[src/design/named_semaphore_table_assert.svh]
// Assertion macros shared by the named semaphore table RTL.
// Each macro samples on clk_i and is disabled while rst_ni is low.
`ifndef NAMED_SEMAPHORE_TABLE_ASSERT_SVH
`define NAMED_SEMAPHORE_TABLE_ASSERT_SVH

`define NST_ASSERT_ALWAYS(lbl, expr, msg) \
  lbl: assert property (@(posedge clk_i) disable iff (!rst_ni) (expr)) else $error(msg);

`define NST_ASSERT_IMPL(lbl, ante, cons, msg) \
  lbl: assert property (@(posedge clk_i) disable iff (!rst_ni) (ante) |-> (cons)) \
    else $error(msg);

`define NST_ASSERT_NEXT(lbl, ante, cons, msg) \
  lbl: assert property (@(posedge clk_i) disable iff (!rst_ni) (ante) |=> (cons)) \
    else $error(msg);

`endif

[src/design/nst_pkg.sv]
// Package for the named semaphore table: sizes, codes, probe and write types.
// No dependencies; used by nst_cell and named_semaphore_table.
package nst_pkg;

  localparam int NSEM      = 32;
  localparam int COUNT_W   = 16;
  localparam int IDX_W     = $clog2(NSEM);
  localparam int LINK_W    = $clog2(NSEM + 1);
  localparam int HANDLE_W  = 6;
  localparam int NAME_W    = 32;
  localparam int INIT_W    = 16;
  localparam int OPCODE_W  = 2;
  localparam int STATUS_W  = 2;

  typedef logic signed [COUNT_W-1:0] count_t;
  typedef logic [IDX_W-1:0]          idx_t;
  typedef logic [LINK_W-1:0]         link_t;

  localparam count_t CNT_MAX   = {1'b0, {(COUNT_W-1){1'b1}}};
  localparam count_t CNT_MIN   = {1'b1, {(COUNT_W-1){1'b0}}};
  localparam link_t  LINK_NONE = LINK_W'(NSEM);

  typedef enum logic [OPCODE_W-1:0] {
    OP_GET    = 2'd0,
    OP_SIGNAL = 2'd1,
    OP_WAIT   = 2'd2,
    OP_DELETE = 2'd3
  } op_e;

  typedef enum logic [STATUS_W-1:0] {
    ST_OK         = 2'd0,
    ST_FULL       = 2'd1,
    ST_BAD_HANDLE = 2'd2,
    ST_BLOCK      = 2'd3
  } status_e;

  typedef struct packed {
    logic              active;
    logic              is_get;
    logic [NAME_W-1:0] name;
    idx_t              tgt;
    logic              hit;
    idx_t              hit_idx;
    count_t            cnt;
    link_t             link;
  } probe_t;

  typedef struct packed {
    logic              en;
    idx_t              idx;
    logic              wr_valid;
    logic              valid_val;
    logic              wr_key;
    logic [NAME_W-1:0] key;
    logic              wr_count;
    count_t            count;
    logic              wr_link;
    link_t             link;
  } wr_t;

  function automatic count_t clamp_init(logic signed [INIT_W-1:0] v);
    logic signed [31:0] wide;
    wide = 32'(v);
    if (wide > 32'(CNT_MAX)) begin
      return CNT_MAX;
    end else if (wide < 32'(CNT_MIN)) begin
      return CNT_MIN;
    end
    return COUNT_W'(wide);
  endfunction

endpackage

[src/design/nst_cell.sv]
// One table entry of the semaphore chain: valid, key, count and free link.
// Registers the passing probe each cycle. Depends on nst_pkg.
module nst_cell (
  input  logic          clk_i,
  input  logic          rst_ni,
  input  nst_pkg::idx_t  cell_idx_i,
  input  nst_pkg::probe_t probe_i,
  output nst_pkg::probe_t probe_o,
  input  nst_pkg::wr_t   wr_i
);
  import nst_pkg::*;

  logic              valid_q;
  logic              link_set_q;
  logic [NAME_W-1:0] key_q;
  count_t            count_q;
  link_t             link_q;
  link_t             link_rd;
  probe_t            probe_d;
  probe_t            probe_q;
  logic              wr_hit;

  assign link_rd = link_set_q ? link_q : LINK_W'(cell_idx_i) + LINK_W'(1);
  assign wr_hit  = wr_i.en && (wr_i.idx == cell_idx_i);

  always_comb begin
    probe_d = probe_i;
    if (probe_i.active) begin
      if (probe_i.is_get) begin
        if (valid_q && (key_q == probe_i.name) && !probe_i.hit) begin
          probe_d.hit     = 1'b1;
          probe_d.hit_idx = cell_idx_i;
          probe_d.cnt     = count_q;
        end
        if (probe_i.tgt == cell_idx_i) begin
          probe_d.link = link_rd;
        end
      end else if (probe_i.tgt == cell_idx_i) begin
        probe_d.hit = valid_q;
        probe_d.cnt = count_q;
      end
    end
  end

  always_ff @(posedge clk_i or negedge rst_ni) begin
    if (!rst_ni) begin
      probe_q    <= '0;
      valid_q    <= 1'b0;
      link_set_q <= 1'b0;
    end else begin
      probe_q <= probe_d;
      if (wr_hit && wr_i.wr_valid) begin
        valid_q <= wr_i.valid_val;
      end
      if (wr_hit && wr_i.wr_link) begin
        link_set_q <= 1'b1;
      end
    end
  end

  always_ff @(posedge clk_i) begin
    if (wr_hit && wr_i.wr_key) begin
      key_q <= wr_i.key;
    end
    if (wr_hit && wr_i.wr_count) begin
      count_q <= wr_i.count;
    end
    if (wr_hit && wr_i.wr_link) begin
      link_q <= wr_i.link;
    end
  end

  assign probe_o = probe_q;

endmodule

[config.mk]
export PLATFORM = sky130hd
export DESIGN_NAME = nst_cell
export DESIGN_NICKNAME = d
export VERILOG_FILES = /design/src/design/named_semaphore_table_assert.svh /design/src/design/nst_pkg.sv /design/src/design/nst_cell.sv
export SDC_FILE = /design/constraint.sdc
export NUM_CORES = 1
export LEC_CHECK = 0
export BUFFER_PORTS_ARGS = -buffer_cell sky130_fd_sc_hd__buf_4
export CAP_MARGIN = 10
export CORE_MARGIN = 2
export CORE_UTILIZATION = 46
export DETAILED_ROUTE_END_ITERATION = 16
export PLACE_DENSITY = 0.9
export SLEW_MARGIN = 15
export SYNTH_ARGS = -nofsm -noshare
export SYNTH_HDL_FRONTEND = slang
export SYNTH_SLANG_ARGS = --single-unit
[constraint.sdc]
create_clock -name clk_i -period 2.2 [get_ports clk_i]
set_input_delay 0.44 -clock clk_i [delete_from_list [all_inputs] [get_ports clk_i]]
set_output_delay 0.44 -clock clk_i [all_outputs]
set_load 0.02 [all_outputs]
Word-level counts from Yosys, hierarchy flattened
Index checks and enable logic that the tools add are counted.

storage, ports and cells
  bits of input ports = 139
  bits in latches = 0
  memories kept = 0
  word-level logic and storage cells = 35
  ROM bits = 0
  memory bits (writable) = 0
  register bits = 123
  output and inout bits = 67

cells by class
  order comparisons = 0
  equality and inequality tests = 3
  div/mod/pow operators = 0
  add/sub/neg operators = 1
  mux-type cells = 10
  reductions and logical operators = 8
  bitwise gates (word level) = 0
  multipliers = 0
  shifts and indexed selects = 0

operators with widths
  operator                                      count
  == test 32 bit                                1
  two-way mux 16 bit                            2
  two-way mux 28 bit                            1
  two-way mux 22 bit                            1
  two-way mux 6 bit                             3
  == test 5 bit                                 2
  logical AND 1 bit                             7
  adder 5 x 1 -> 6 bit (second input constant)  1
  two-way mux 5 bit                             1
  two-way mux 1 bit                             2
  zero test 1 bit                               1

Depth between registers and ports, before layout
  word-level depth = 6
  gate-level depth with buffers = 8
  gate-level depth less buffers = 6

Least setup slack after synthesis
Ideal clock, no wire load.

  path kind = in2reg
  start = input port cell_idx_i[3]
  end = register key_q[0] (enable)
  required time = 1.808 ns
  arrival time = 1.977 ns
  cell stages on the path = 5
  slack = -0.169 ns
  buffers on the path = 1
  library setup time = 0.392 ns
  path through = buf_2 > xor2_1 > nor4_1 > and3_1 > and2_1

between the ends
  word-level cells in the longest chain between the ends = 3

ends and longest elaborated chain
  what                    RTL line        source
  start: declaration      nst_cell.sv:6   input nst_pkg::idx_t cell_idx_i,
  == test 5 bit           nst_cell.sv:24  assign wr_hit = wr_i.en && (wr_i.idx == cell_idx_i);
  logical AND 1 bit       nst_cell.sv:24
  logical AND 1 bit       nst_cell.sv:62  if (wr_hit && wr_i.wr_key) begin
  end signal: assignment  nst_cell.sv:63  key_q <= wr_i.key;
  end: declaration        nst_cell.sv:15  logic [NAME_W-1:0] key_q;

No other way between the ends.
A chain may end at the register's enable or synchronous reset.

==> out/summary.txt <==
Core footprint = 9330 um2
Total wire length = 11,500 um
Remaining Overflow, GRT = 0
Number of buffers inserted during clock tree synthesis = 17
Top delay family on crit path = simple AND/OR/NAND/NOR gates
Max FO, Critical Path = 16
Critical path start-end classification = flop to flop
Max incr delay on CP = 440 ps
Final hold violations = 0
Max transition margin = 74.3%
Synth cell types = 30
Top_reg_cell synth = dfrtp_1
Commonest non-fill, non-tap cell in the layout = buf_4
Worst hold-check path type = input port to flop
Final nets = 640
Cell taking the most area after synthesis = dfrtp_1
Worst vdd ir = 0.542 mV
Post-synth EDFFs = 54
Number of cell rows = 35
Largest net degree at the start of global routing = 70
Clk pin slew, worst setup/hold paths = 60 ps
PortBufs = 205
Share of cells above drive strength 1 = 56.3%
Initial antenna violation count = 0
DR iter-0 viols = 88
Total GRT Usage = 22.1%
Ports = 206
Worst-margin pin slew = 385 ps
Worst Path Required = 2580 ps
Fin crit period = 2130 ps
RSZ-0062 raised after global routing = true
CP endpoint kind = flop
Post-route ant nets = 0
Int Power = 0.00458 W
Peak Freq = 0.469 GHz
Die Footprint = 10,500 um2
Dpl cells = 609
Pwr/cell area = 843 nW/um2
Gate power share = 10.8%
Clk_lat worst skew = 500 ps
GP Congestion = 0.867
Sequential Power Share = 42.9%
Fin Clk Skew = 8.17 ps
Final period utilization = 97.0%
Post-Synthesis Cells = 262
First-pass GRT wire length = 16,900 um
Die height = 102 um
Net Sw Frac = 22.6%
Final std cells w/o fill = 642
Max-cap viol count = 0
Clock Path Buffers = 2
Hold WS = 65.2 ps
Vias after detailed routing = 3,075
Post-Syn Area = 4460 um2
Slew Limit Fails = 0
Sequential area share after synthesis = 75.1%
Crit path DAT = 2510 ps
Status = finished, final reports clean
Synth Register Bits = 123
Vias per cell = 4.79
Area contributors post-synth = dfrtp_1 (39%), edfxtp_1 (36%), xnor2_1 (7.1%)
Num Clock Sinks = 123
Synth warnings = 0
Post-synth ARST share = 56.1%
Synth top area share = 38.7%
Leak pwr = 3.06 nW
Clock share of power = 46.3%
CTS tree = done
Initial core utilization = 47.8%
Vias in the first global route = 3,398
CTS root buf = clkbuf_8
Avg WL per Cell = 17.9 um
Syn_area_per_cell = 17.0 um2
Layout area overhead = 57.3%
Crit path launch type = flop
Antenna Diode Count = 0
Crit path max-delay cell type = edfxtp_1
Most frequent cells in the layout = buf_4 (218), dfrtp_1 (69), edfxtp_1 (54)
Mapped Nets = 402
Critical-path cell list = xnor2_2 -> nand4_1 -> nor3_1 -> buf_4 -> nand3_1 -> o31ai_4 -> buf_12 -> mux2_2
DR DRC count = 0
H-tree Lvls = 4
Final HPWL DP = 8440 um
Die X = 102 um
Bufs and invs on worst path = 2
Psw = 0.00133 W
Final setup violation count = 0
DR pass1 iterations = 4
worst paths after layout:
path,cells after the start,from,to,slack (ps)
worst max-delay path,8,key_q[17],probe_o[10],70
worst min-delay path,1,probe_i[42],probe_o[42],70
max in group asynchronous,3,rst_ni,probe_o[57],1380
min in group asynchronous,3,rst_ni,probe_o[22],500
worst min register to register,1,count_q[4],probe_o[10],480
worst max register to register,8,key_q[17],probe_o[10],70
cell families after synthesis:
kind of cell	count (synthesis)	synth area share, %
AO/OA/AOI/OAI	15	2.22
XOR/XNOR	45	8.84
adder cells (fa/ha/maj)	1	0.281
buffers and inverters	6	0.898
flip-flops	123	75.1
multiplexers	23	6.62
AND/OR/NAND/NOR	49	6.06
sequential cells by signal (all words and copies together) (netlist names):
| signal | count |
|---|---|
| count_q | 16 |
| key_q | 32 |
| link_q | 6 |
| link_set_q | 1 |
| probe_o | 67 |
| valid_q | 1 |
metal layers:
layer / share of wire (%) / track usage (%) / wire, um / vias to the layer above
met4: 4.1 / 11.8 / 468 / 0
met2: 57 / 40.2 / 6510 / 151
met3: 5.8 / 5.68 / 666 / 33
li1: - / - / - / 1413
met1: 34 / 23.3 / 3860 / 1478
met5: 0 / 0 / 0 / -
power by group through the flow:
stage | sequential, W | combinational [W] | clock, W
finish | 0.00254 | 0.000637 | 0.00274
global route | 0.00254 | 0.000682 | 0.00287
floorplan | 0.00265 | 0.000150 | 0
global placement | 0.00257 | 0.000605 | 0
detailed placement | 0.00258 | 0.000622 | 0
CTS | 0.00254 | 0.000631 | 0.00277
through the flow:
step           utilization (%)  setup slack (ps)  total power, W  area, um2  setup TNS, ps
3_5_place_dp              67.8              -238         0.00320       6320          -4200
3_3_place_gp              67.8              -134         0.00318       6320          -2120
2_1_floorplan                -               128         0.00280       4460              0
4_1_cts                   74.3             -5.92         0.00594       6930          -8.11
6_report                  75.2              66.7         0.00591       7010              0
5_1_grt                   75.2             -59.7         0.00610       7010           -751
worst reg2reg max path, stage by stage, from the launching register on:
cell      delay [ps]
edfxtp_1         440
xnor2_2          210
nand4_1          130
nor3_1           190
buf_4            130
nand3_1          130
o31ai_4          240
buf_12           210
mux2_2           360
layout make-up:
| class | count | area [um2] |
|---|---|---|
| fill | 599 | 2310 |
| multi-input combinational | 133 | 1160 |
| inverter | 1 | 3.75 |
| clock buffer | 19 | 422 |
| sequential | 123 | 3350 |
| timing repair buffer | 224 | 1750 |
| tap | 129 | 161 |
| clock inverter | 13 | 166 |
cells in the mapped netlist, types with 2 or more instances:
| cell type | instances |
|---|---|
| clkbuf_1 | 3 |
| nand2_1 | 10 |
| nor4_1 | 2 |
| xnor2_1 | 36 |
| mux2_4 | 10 |
| mux2_2 | 12 |
| nor3_1 | 5 |
| a21oi_1 | 5 |
| nor2_1 | 6 |
| xor2_1 | 9 |
| o21ai_0 | 6 |
| nand3_1 | 7 |
| nand4_1 | 11 |
| dfrtp_1 | 69 |
| edfxtp_1 | 54 |
| and2_1 | 3 |
timing repair:
action | CTS | global route
pin swaps | 2 | 3
resized for setup | 2 | 14
hold buffers | 1 | 0
hold endpoints to repair | 69 | 0
setup buffers | 0 | 0
gates cloned | 0 | 0
endpoints found under the setup margin | 18 | 21
Power figures use the tool's default switching activity.
